**src/sv/lkv_pkg.sv**
```systemverilog
// Shared types and constants for the LRU key-value cache.
package lkv_pkg;

    localparam int ENTRIES = 16;
    localparam int IDX_W   = $clog2(ENTRIES);
    localparam int CNT_W   = $clog2(ENTRIES + 1);
    localparam int CAP_W   = 5;
    localparam int CMP_W   = (CNT_W > CAP_W) ? CNT_W : CAP_W;
    localparam int WORD_W  = 32;
    localparam int CAP_RESET = (ENTRIES < 16) ? ENTRIES : 16;

    localparam logic [WORD_W-1:0] MINUS_ONE = '1;

    typedef logic [WORD_W-1:0] word_t;
    typedef logic [IDX_W-1:0]  idx_t;
    typedef logic [CNT_W-1:0]  cnt_t;
    typedef logic [CAP_W-1:0]  cap_t;

    typedef enum logic {
        ACT_GET = 1'b0,
        ACT_PUT = 1'b1
    } action_t;

    // Update decided for one request
    typedef struct packed {
        logic touch;      // slot becomes most recent
        logic fill;       // slot was free and becomes valid
        logic key_write;  // slot takes the new key
        logic val_write;  // slot takes the new value
        idx_t slot;
        idx_t rank;       // old rank of slot (promotion bound)
    } upd_t;

endpackage

```
**src/sv/lkv_lookup.sv**
```systemverilog
// Parallel key match, fill and victim selection for one request.
module lkv_lookup (
    input  logic                   put,
    input  lkv_pkg::word_t         key,
    input  logic [lkv_pkg::ENTRIES-1:0] valid,
    input  lkv_pkg::idx_t          rank     [lkv_pkg::ENTRIES],
    input  lkv_pkg::word_t         keys     [lkv_pkg::ENTRIES],
    input  lkv_pkg::word_t         values   [lkv_pkg::ENTRIES],
    input  lkv_pkg::cnt_t          count,
    input  lkv_pkg::cap_t          cap,
    output lkv_pkg::upd_t          upd,
    output logic                   hit,
    output lkv_pkg::word_t         read_value
);
    import lkv_pkg::*;

    logic hit_any;
    idx_t hit_idx;
    idx_t free_idx;
    idx_t victim_idx;
    idx_t oldest_rank;
    logic has_room;

    // Valid entries hold ranks 0..count-1, so the oldest one has rank count-1
    assign oldest_rank = idx_t'(count - cnt_t'(1));
    assign has_room    = CMP_W'(count) < CMP_W'(cap);

    always_comb begin
        hit_any    = 1'b0;
        hit_idx    = '0;
        free_idx   = '0;
        victim_idx = '0;
        for (int i = ENTRIES - 1; i >= 0; i--) begin
            if (valid[i] && keys[i] == key) begin
                hit_any = 1'b1;
                hit_idx = idx_t'(i);
            end
            if (!valid[i]) begin
                free_idx = idx_t'(i);
            end
            if (valid[i] && rank[i] == oldest_rank) begin
                victim_idx = idx_t'(i);
            end
        end
    end

    always_comb begin
        upd = '0;
        if (hit_any) begin
            upd.touch     = 1'b1;
            upd.val_write = put;
            upd.slot      = hit_idx;
            upd.rank      = rank[hit_idx];
        end else if (put) begin
            upd.touch     = 1'b1;
            upd.key_write = 1'b1;
            upd.val_write = 1'b1;
            if (has_room) begin
                upd.fill = 1'b1;
                upd.slot = free_idx;
            end else begin
                upd.slot = victim_idx;
                upd.rank = oldest_rank;
            end
        end
    end

    assign hit        = hit_any;
    assign read_value = (hit_any && !put) ? values[hit_idx] : MINUS_ONE;

endmodule

```
**src/sv/lkv_store.sv**
```systemverilog
// Entry storage: keys, values, valid bits, recency ranks and fill count.
module lkv_store (
    input  logic                   aclk,
    input  logic                   aresetn,
    input  logic                   fire,
    input  lkv_pkg::upd_t          upd,
    input  lkv_pkg::word_t         key,
    input  lkv_pkg::word_t         value,
    output logic [lkv_pkg::ENTRIES-1:0] valid,
    output lkv_pkg::idx_t          rank     [lkv_pkg::ENTRIES],
    output lkv_pkg::word_t         keys     [lkv_pkg::ENTRIES],
    output lkv_pkg::word_t         values   [lkv_pkg::ENTRIES],
    output lkv_pkg::cnt_t          count
);
    import lkv_pkg::*;

    logic [ENTRIES-1:0] valid_reg;
    idx_t               rank_reg  [ENTRIES];
    word_t              key_reg   [ENTRIES];
    word_t              value_reg [ENTRIES];
    cnt_t               count_reg;

    always_ff @(posedge aclk) begin
        if (!aresetn) begin
            valid_reg <= '0;
            count_reg <= '0;
            for (int i = 0; i < ENTRIES; i++) begin
                rank_reg[i] <= '0;
            end
        end else if (fire && upd.touch) begin
            for (int i = 0; i < ENTRIES; i++) begin
                if (idx_t'(i) == upd.slot) begin
                    rank_reg[i] <= '0;
                end else if (valid_reg[i] && (upd.fill || rank_reg[i] < upd.rank)) begin
                    // on a fill age every valid entry, else every entry more recent than the promoted one
                    rank_reg[i] <= rank_reg[i] + idx_t'(1);
                end
            end
            if (upd.fill) begin
                valid_reg[upd.slot] <= 1'b1;
                count_reg           <= count_reg + cnt_t'(1);
            end
        end
    end

    always_ff @(posedge aclk) begin
        if (fire && upd.key_write) begin
            key_reg[upd.slot] <= key;
        end
        if (fire && upd.val_write) begin
            value_reg[upd.slot] <= value;
        end
    end

    assign valid  = valid_reg;
    assign rank   = rank_reg;
    assign keys   = key_reg;
    assign values = value_reg;
    assign count  = count_reg;

endmodule

```
**src/sv/lru_key_value_cache.sv**
```systemverilog
// Top level of the fully associative LRU key-value cache.
//
// Requests enter on the s_ channel: s_tuser is the action (get or put),
// s_tdata carries key and write value. Each request gives exactly one
// result word on the m_ channel: m_tuser is the hit flag, m_tdata the
// read value (stored value on a get hit, all ones otherwise).
// A request word is captured in an input register; once the result
// register is free or being taken, a single pass of parallel key
// compares, fill/victim selection and rank update runs against all
// entries, writes the store and loads the result register (m_tvalid).
// One request is taken every cycle while m_tready stays high; the rate
// is set by the single compare-and-update pass over the entry registers.
// cfg_valid/cfg_data write the capacity register; the user must write it
// only while the block is idle, which the block itself does not enforce;
// 0 is taken as 1 and values above the entry count as the entry count.
// Reset (aresetn low, synchronous) empties the cache, drops any word in
// flight and sets capacity to 16. When the receiver holds m_tready low the
// result register holds, the input register fills, and s_tready falls.
module lru_key_value_cache (
    input  logic                    aclk,
    input  logic                    aresetn,
    input  logic                    s_tvalid,
    output logic                    s_tready,
    input  logic [63:0]             s_tdata,   // key [31:0], write_value [63:32]
    input  logic                    s_tuser,   // action
    output logic                    m_tvalid,
    input  logic                    m_tready,
    output logic [31:0]             m_tdata,   // read_value [31:0]
    output logic                    m_tuser,   // hit
    input  logic                    cfg_valid,
    output logic                    cfg_ready,
    input  logic [lkv_pkg::CAP_W-1:0] cfg_data
);
    import lkv_pkg::*;

    logic    in_valid_reg;
    action_t in_action_reg;
    word_t   in_key_reg;
    word_t   in_value_reg;

    logic    out_valid_reg;
    logic    out_hit_reg;
    word_t   out_value_reg;

    cap_t    cap_reg;
    cap_t    cap_next;

    logic    proceed;

    logic [ENTRIES-1:0] valid;
    idx_t    rank   [ENTRIES];
    word_t   keys   [ENTRIES];
    word_t   values [ENTRIES];
    cnt_t    count;
    upd_t    upd;
    logic    hit;
    word_t   read_value;

    assign proceed  = in_valid_reg && (!out_valid_reg || m_tready);
    assign s_tready = !in_valid_reg || proceed;
    assign cfg_ready = 1'b1;

    // clamp capacity to 1..ENTRIES
    always_comb begin
        cap_next = cfg_data;
        if (cfg_data == '0) begin
            cap_next = cap_t'(1);
        end else if (CMP_W'(cfg_data) > CMP_W'(ENTRIES)) begin
            cap_next = cap_t'(ENTRIES);
        end
    end

    always_ff @(posedge aclk) begin
        if (!aresetn) begin
            cap_reg <= cap_t'(CAP_RESET);
        end else if (cfg_valid && cfg_ready) begin
            cap_reg <= cap_next;
        end
    end

    always_ff @(posedge aclk) begin
        if (!aresetn) begin
            in_valid_reg <= 1'b0;
        end else if (s_tready) begin
            in_valid_reg <= s_tvalid;
        end
    end

    always_ff @(posedge aclk) begin
        if (s_tvalid && s_tready) begin
            in_action_reg <= action_t'(s_tuser);
            in_key_reg    <= s_tdata[31:0];
            in_value_reg  <= s_tdata[63:32];
        end
    end

    lkv_lookup u_lookup (
        .put        (in_action_reg == ACT_PUT),
        .key        (in_key_reg),
        .valid      (valid),
        .rank       (rank),
        .keys       (keys),
        .values     (values),
        .count      (count),
        .cap        (cap_reg),
        .upd        (upd),
        .hit        (hit),
        .read_value (read_value)
    );

    lkv_store u_store (
        .aclk    (aclk),
        .aresetn (aresetn),
        .fire    (proceed),
        .upd     (upd),
        .key     (in_key_reg),
        .value   (in_value_reg),
        .valid   (valid),
        .rank    (rank),
        .keys    (keys),
        .values  (values),
        .count   (count)
    );

    always_ff @(posedge aclk) begin
        if (!aresetn) begin
            out_valid_reg <= 1'b0;
        end else if (proceed) begin
            out_valid_reg <= 1'b1;
        end else if (m_tready) begin
            out_valid_reg <= 1'b0;
        end
    end

    always_ff @(posedge aclk) begin
        if (proceed) begin
            out_hit_reg   <= hit;
            out_value_reg <= read_value;
        end
    end

    assign m_tvalid = out_valid_reg;
    assign m_tuser  = out_hit_reg;
    assign m_tdata  = out_value_reg;

endmodule

```
**config.mk**
```make
export PLATFORM = sky130hd
export DESIGN_NAME = lru_key_value_cache
export DESIGN_NICKNAME = d
export VERILOG_FILES = /design/src/sv/lkv_pkg.sv /design/src/sv/lkv_lookup.sv /design/src/sv/lkv_store.sv /design/src/sv/lru_key_value_cache.sv
export SDC_FILE = /design/constraint.sdc
export NUM_CORES = 2
export LEC_CHECK = 0
export BUFFER_PORTS_ARGS = -buffer_cell sky130_fd_sc_hd__buf_2
export CORE_MARGIN = 5
export CORE_UTILIZATION = 32
export DETAILED_ROUTE_END_ITERATION = 16
export GPL_ROUTABILITY_DRIVEN = 0
export PLACE_DENSITY = 0.45
export SLEW_MARGIN = 20
export SYNTH_ARGS = -nofsm -noshare
export SYNTH_HDL_FRONTEND = slang
export SYNTH_SLANG_ARGS = --single-unit
```
**constraint.sdc**
```tcl
create_clock -name aclk -period 14.7 [get_ports aclk]
set_input_delay 2.94 -clock aclk [delete_from_list [all_inputs] [get_ports aclk]]
set_output_delay 2.94 -clock aclk [all_outputs]
set_load 0.005 [all_outputs]
```
# [Word-level counts from Yosys, hierarchy flattened]
# Index checks and enable logic that the tools add are counted.
# W data, S select, Z words.
[word_totals] wordCells=381 input_bits=75 regBits=1214 output_inout_bits=36
[op_classes] eq_ne=47 reduce_logical=113 bitwise=3 muxes=119 add_sub_neg=18 n_lt_le_gt_ge=23
[ops] cell="$bwmux W512" n=2
[ops] cell="$eq A32 B32 Y1" n=16
[ops] cell="$mux W4" n=84
[ops] cell="$bmux W32 S4" n=1
[ops] cell="$demux W32 S4" n=1
[ops] cell="$mux W32" n=3
[ops] cell="$add A4 B1 Y4 const B" n=16
[ops] cell="$eq A4 B4 Y1" n=16
[ops] cell="$lt A4 B4 Y1" n=16
[ops] cell="$logic_and A1 B1 Y1" n=56
[ops] cell="$reduce_and A2 Y1" n=17
[ops] cell="$reduce_bool A2 Y1" n=17
[ops] cell="$eq A4 B4 Y1 const A" n=8
[ops] cell="$mux W1" n=21
[ops] cell="$logic_or A1 B1 Y1" n=18
[ops] cell="$bmux W4 S4" n=1
[ops] cell="$eq A3 B4 Y1 const A" n=4
[ops] cell="$or A16 B16 Y16" n=1
[ops] cell="$mux W12" n=1
[ops] cell="$ge A5 B5 Y1 const B" n=2
[ops] cell="$mux W5" n=2
[ops] cell="$not A4 Y5" n=2
[ops] cell="$mux W9" n=1
[ops] cell="$eq A2 B4 Y1 const A" n=2
[ops] cell="other kinds (13)" n=15

# [Logic depth before layout (Yosys ltp)]
[logic_depth] ltp_word=29 depth_mapped=26

# [Modules after synthesis]
# Synthesis repeated with hierarchy kept, for this count alone.
[unflattened] hier_cells=3805 area_unflattened_um2=54437.2
[by_module_without_submodules] mod="lkv_store" n_inst=1 seq_area_each_um2=32451.1 cells_per_inst=1789 area_each_um2=37055.5
[by_module_without_submodules] mod="lkv_lookup" n_inst=1 seq_area_each_um2=0.0 cells_per_inst=1884 area_each_um2=14136.1
[by_module_without_submodules] mod="lru_key_value_cache" n_inst=1 seq_area_each_um2=3083.0 cells_per_inst=132 area_each_um2=3245.6

# [Worst setup path after synthesis]
# OpenSTA, ideal clock, no wires.
[synth_path] path_type="input to register" start="input m_tready" end="register u_store.key_reg, in the netlist u_store.keys[192], enable pin" required_time_ns=14.279 arrival_time_ns=6.228 slack_ns=8.050 setup_ns=0.421 cell_stages=6 path_buffers=2 cell_sequence="nor2b_1 nor2b_1 clkbuf_1 nand3_1 clkbuf_1 nor2_1"
[synth_via] elab_chain_cells=3
[synth_lines] element="from (decl)" line_no="lru_key_value_cache.sv:27" text="input logic m_tready,"
[synth_lines] element="$logic_or A1 B1 Y1" line_no="lru_key_value_cache.sv:59" text="assign proceed = in_valid_reg && (!out_valid_reg || m_tready);"
[synth_lines] element="$logic_and A1 B1 Y1" line_no="lru_key_value_cache.sv:59"
[synth_lines] element="named net proceed" line_no="lru_key_value_cache.sv:48" text="logic proceed;"
[synth_lines] element="$logic_and A1 B1 Y1" line_no="lkv_store.sv:47" text="if (fire && upd.key_write) begin"
[synth_lines] element="to (signal, indexed assignment)" line_no="lkv_store.sv:48" text="key_reg[upd.slot] <= key;"
[synth_lines] element="to (decl)" line_no="lkv_store.sv:19" text="word_t key_reg [ENTRIES];"
# The timed path passes the listed nets, and every way through them passes these cells.
# A chain may end at the register's enable or synchronous reset.

# [Worst setup path in the final report]
[layout_path] start="register in_key_reg[20]" end="register u_store.rank_reg, in the netlist u_store.rank[15]"
[layout_via] elab_chain_cells=28
[layout_lines] element="from (decl)" line_no="lru_key_value_cache.sv:38" text="word_t in_key_reg;"
[layout_lines] element="from (signal assigned)" line_no="lru_key_value_cache.sv:92" text="in_key_reg <= s_tdata[31:0];"
[layout_lines] element="$eq A32 B32 Y1" line_no="lkv_lookup.sv:34" text="if (valid[i] && keys[i] == key) begin"
[layout_lines] element="$logic_and A1 B1 Y1" line_no="lkv_lookup.sv:34"
[layout_lines] element="$mux W4 (16 in a row)" line_no="lkv_lookup.sv:34"
[layout_lines] element="$not A4 Y5 (implied by the code)" line_no="lkv_lookup.sv:53" text="upd.rank = rank[hit_idx];"
[layout_lines] element="$bmux W4 S4" line_no="lkv_lookup.sv:53"
[layout_lines] element="$mux W4 (implied by the code) (2 in a row)" line_no="lkv_lookup.sv:53"
[layout_lines] element="$mux W9" line_no="lkv_lookup.sv:49" text="if (hit_any) begin"
[layout_lines] element="$lt A4 B4 Y1" line_no="lkv_store.sv:34" text="end else if (valid_reg[i] && (upd.fill || rank_reg[i] < upd.rank)) begin"
[layout_lines] element="$logic_or A1 B1 Y1" line_no="lkv_store.sv:34"
[layout_lines] element="$logic_and A1 B1 Y1" line_no="lkv_store.sv:34"
[layout_lines] element="$reduce_bool A2 Y1 (no line)"
[layout_lines] element="$reduce_and A2 Y1 (no line)"
[layout_lines] element="to (signal, indexed assignment)" line_no="lkv_store.sv:36" text="rank_reg[i] <= rank_reg[i] + idx_t'(1);"
[layout_lines] element="to (decl)" line_no="lkv_store.sv:18" text="idx_t rank_reg [ENTRIES];"
# Several ways; a longest one is shown, not always the timed one. The select of a mux whose other input is x is not followed.

==> implementation parameters <==
Parameter                              Value

Synthesis
  Netlist Area Pre-Place    about 55000 sq um
  Avg Synthesized Cell Area    13.26 sq um
  Number of warnings printed during yosys synthesis    0
  Number of flops mapped to enable cells by yosys    1122
  Mapped Nets    approximately 4.3k
  Number of different library cells in the post-synthesis netlist    90
  Main area contributors after synthesis    sky130_fd_sc_hd__edfxtp_1 61%, sky130_fd_sc_hd__xor2_1 7.3%, sky130_fd_sc_hd__mux2i_1 3.7%, sky130_fd_sc_hd__dfxtp_1 3.3%, sky130_fd_sc_hd__nand2_1 2.9%
  Area share of the largest cell type after synthesis    about three fifths
  Most repeated cell in the gate-level netlist after synthesis    sky130_fd_sc_hd__edfxtp_1
  Post-synthesis sequential area ratio    between 60 and 70%
  List of most frequent post-synthesis cells    1122 x sky130_fd_sc_hd__edfxtp_1, 460 x sky130_fd_sc_hd__xor2_1, 428 x sky130_fd_sc_hd__nand2_1
  Most used flip-flop cell after synthesis    sky130_fd_sc_hd__edfxtp_1
  Post-synthesis register bit count    between 1k and 1.5k
  Number of standard cells after synthesis    ~4.2k
  Share of flip-flops with an asynchronous set or reset after synthesis    0%
  Cell type contributing the most total cell area after synthesis    sky130_fd_sc_hd__edfxtp_1

Die
  Placement Rows    around 150
  Width of the die    between 400 and 500 um
  Die Outline Area    around 180000 sq um
  Initial cell density of the core    32.16%
  Vertical die dimension    roughly 430 um
  Std-Cell Core Area    171500 sq um
  I/O pins    111

Layout
  Net count, final    around 4.5k
  Core utilization of the finished layout    ~37%
  Total inserted antenna cells    0
  Final std cells w/o fill    slightly below 7k
  Synth-to-Final Area Change    14.95%
  Final instance area    63420 sq um
  Proportion of layout cells with a drive suffix above 1    a little under an eighth

STA
  Final hold viol count    0
  WHS    between 0.4 and 0.5 ns
  Final worst setup slack    6.877 ns
  Final clock skew    roughly 0.05 ns
  RSZ-0062 raised after global routing    no
  Upper clock frequency limit    around 130 MHz
  Tcrit/Tclk final    a little over half
  Slew at the pin closest to its max-slew limit    1.170 ns
  Headroom to the max-slew limit    a little over a fifth
  Final setup violation count    0
  Number of max-slew violations in the final report    0
  Final worst path period need    about 7.8 ns
  Setup TNS    0 ns

Placement
  # placed instances    roughly 6.5k
  Placed Instance Area    slightly below 60000 sq um
  Worst setup timing slack at the placement stage    6.902 ns
  DP HPWL    around 110000 um
  Number of buffer cells added on primary ports    109

Power
  Worst IR drop on VDD    around 0.11 mV
  LEAKAGE    about 22 nW
  Total Power    roughly 7.5 mW
  Power per cell area    between 100 and 150 nW/um^2

Clocking
  Total of cells resized after clock tree synthesis    0
  Post-CTS setup buffer count    0
  Sinks on the clock net    1214
  TritonCTS clock tree    done
  Insertion delay to the later sink of the worst-skew pair    roughly 0.8 ns
  Inserted Clock Buffers    142
  Maximum number of buffers from clock root to sink    3
  Clock transition time at the flip-flop clock pins of the worst setup and hold paths    roughly 0.07 ns
  H-tree depth    4
  Number of buffers added to fix hold violations after cts    0
  Clock tree root buffer cell    sky130_fd_sc_hd__clkbuf_16

Worst setup path
  Kind of end point of the critical path    register
  Data required time of the worst path    about 15 ns
  Number of buffers and inverters on the critical path    4
  WS Path Type    reg2reg
  Data arrival time of the critical path    8.44 ns
  Critical-path cell list    buf_4 -> xor2_1 -> nor4_1 -> nand4_1 -> or3_1 -> o21ai_0 -> a2111oi_0 -> buf_4 -> o21ai_4 -> buf_4 -> nor2_1 -> a211oi_1 -> a21oi_1 -> a21oi_1 -> nor2_1 -> nor3_2 -> buf_4 -> ha_1 -> a21oi_1 -> o21ai_0 -> nor2_1 -> a21boi_0 -> a41o_1 -> a21oi_1
  Critical path fanouts, max    45
  Startpoint of the worst register-to-register path    in_key_reg[20]
  Critical Path Slowest Stage Cell    sky130_fd_sc_hd__nor3_2
  Largest stage delay, worst path    around 0.83 ns
  Worst setup SP type    register
  CP Launch Point    in_key_reg[20]
  Kind of cell adding the most delay to the critical path    compound AO/OA/AOI/OAI gates

Run
  Count of maximum capacitance violations    0

Outcome
  Run status    finished, final reports clean

GRT
  Remaining global-route overflow    0
  Wire length of the first global-routing pass    251800 um
  Vias in the first global route    approximately 34k
  Overall routing resource usage    between 10% and 20%
  Initial antenna violation count    2
  Largest net degree at the start of global routing    136

Drt
  Antenna viol nets, final    0
  Total wire length    approximately 180000 um
  Number of iterations in the first detailed-routing pass    5
  Routed length per instance    approximately 26 um
  Via count normalized by instance count    ~5.2
  Total DRC errors in the routed layout    0
  Count of routing violations after the opening detailed-route iteration    between 2k and 3k
  Detailed-route via count    35.30k

Hold path
  HP Class    reg2reg
  Beginning of the worst hold path    in_key_reg[29]
[cell families (layout without fill, tap and decap cells)]
family | after synthesis | count (layout) | share of synthesized area, %
other | 1 | 1 | 0.006797
muxes | 203 | 203 | 3.685
AOI/OAI and AO/OA | 569 | 569 | 6.817
DFF | 1214 | 1214 | 64.40
and+or+nand+nor | 1278 | 1278 | 11.89
xor gates and xnor gates | 579 | 579 | 9.572
buffers and inverters | 247 | 519 | 2.034
adders and majority gates | 70 | 70 | 1.587
[layer usage]
layer | track usage [%] | vias to the layer above | share of wire [%]
li1 | - | 16090 | -
met1 | 28.26 | 18020 | 48
met2 | 29.39 | 968 | 45
met3 | 2.924 | 220 | 4.9
met4 | 4.507 | 0 | 2.0
met5 | 0 | - | 0
[power breakdown]
group	internal, mW	switching [mW]	total, mW	leakage (nW)
Combinational	0.0873	0.225	0.312	8.89
Clock	1.96	1.45	3.41	2.16
Sequential	3.79	0.0274	3.82	10.8
[final timing paths]
path,endpoint,slack [ns],cells past startpoint
max,u_store.rank[15],6.88,24
min reg2reg,u_store.keys[381],0.46,0
max reg2reg,u_store.rank[15],6.88,24
min,u_store.keys[381],0.46,0
[area by class of cell]
| cell class | instances | area (sq um) |
|---|---|---|
| Inverter | 28 | 105.1 |
| Timing Repair Buffer | 242 | 1614 |
| Fill cell | 16580 | 108100 |
| Clock buffer | 186 | 3866 |
| Tap cell | 2310 | 2890 |
| Sequential cell | 1214 | 35530 |
| Clock inverter | 63 | 565.5 |
| Multi-Input combinational cell | 2700 | 18850 |
[placed cells by master (no fill, tap or decap), types with 75 or more instances in the layout]
master	instances
sky130_fd_sc_hd__a211oi_1	76
sky130_fd_sc_hd__a21oi_1	138
sky130_fd_sc_hd__and3_1	95
sky130_fd_sc_hd__buf_2	109
sky130_fd_sc_hd__buf_4	128
sky130_fd_sc_hd__clkbuf_16	148
sky130_fd_sc_hd__dfxtp_1	92
sky130_fd_sc_hd__edfxtp_1	1122
sky130_fd_sc_hd__mux2i_1	202
sky130_fd_sc_hd__nand2_1	427
sky130_fd_sc_hd__nand3_1	96
sky130_fd_sc_hd__nand4_1	75
sky130_fd_sc_hd__nor2_1	138
sky130_fd_sc_hd__nor4_1	202
sky130_fd_sc_hd__o21ai_0	138
sky130_fd_sc_hd__xnor2_1	104
sky130_fd_sc_hd__xor2_1	460
Power figures use the tool's default switching activity.
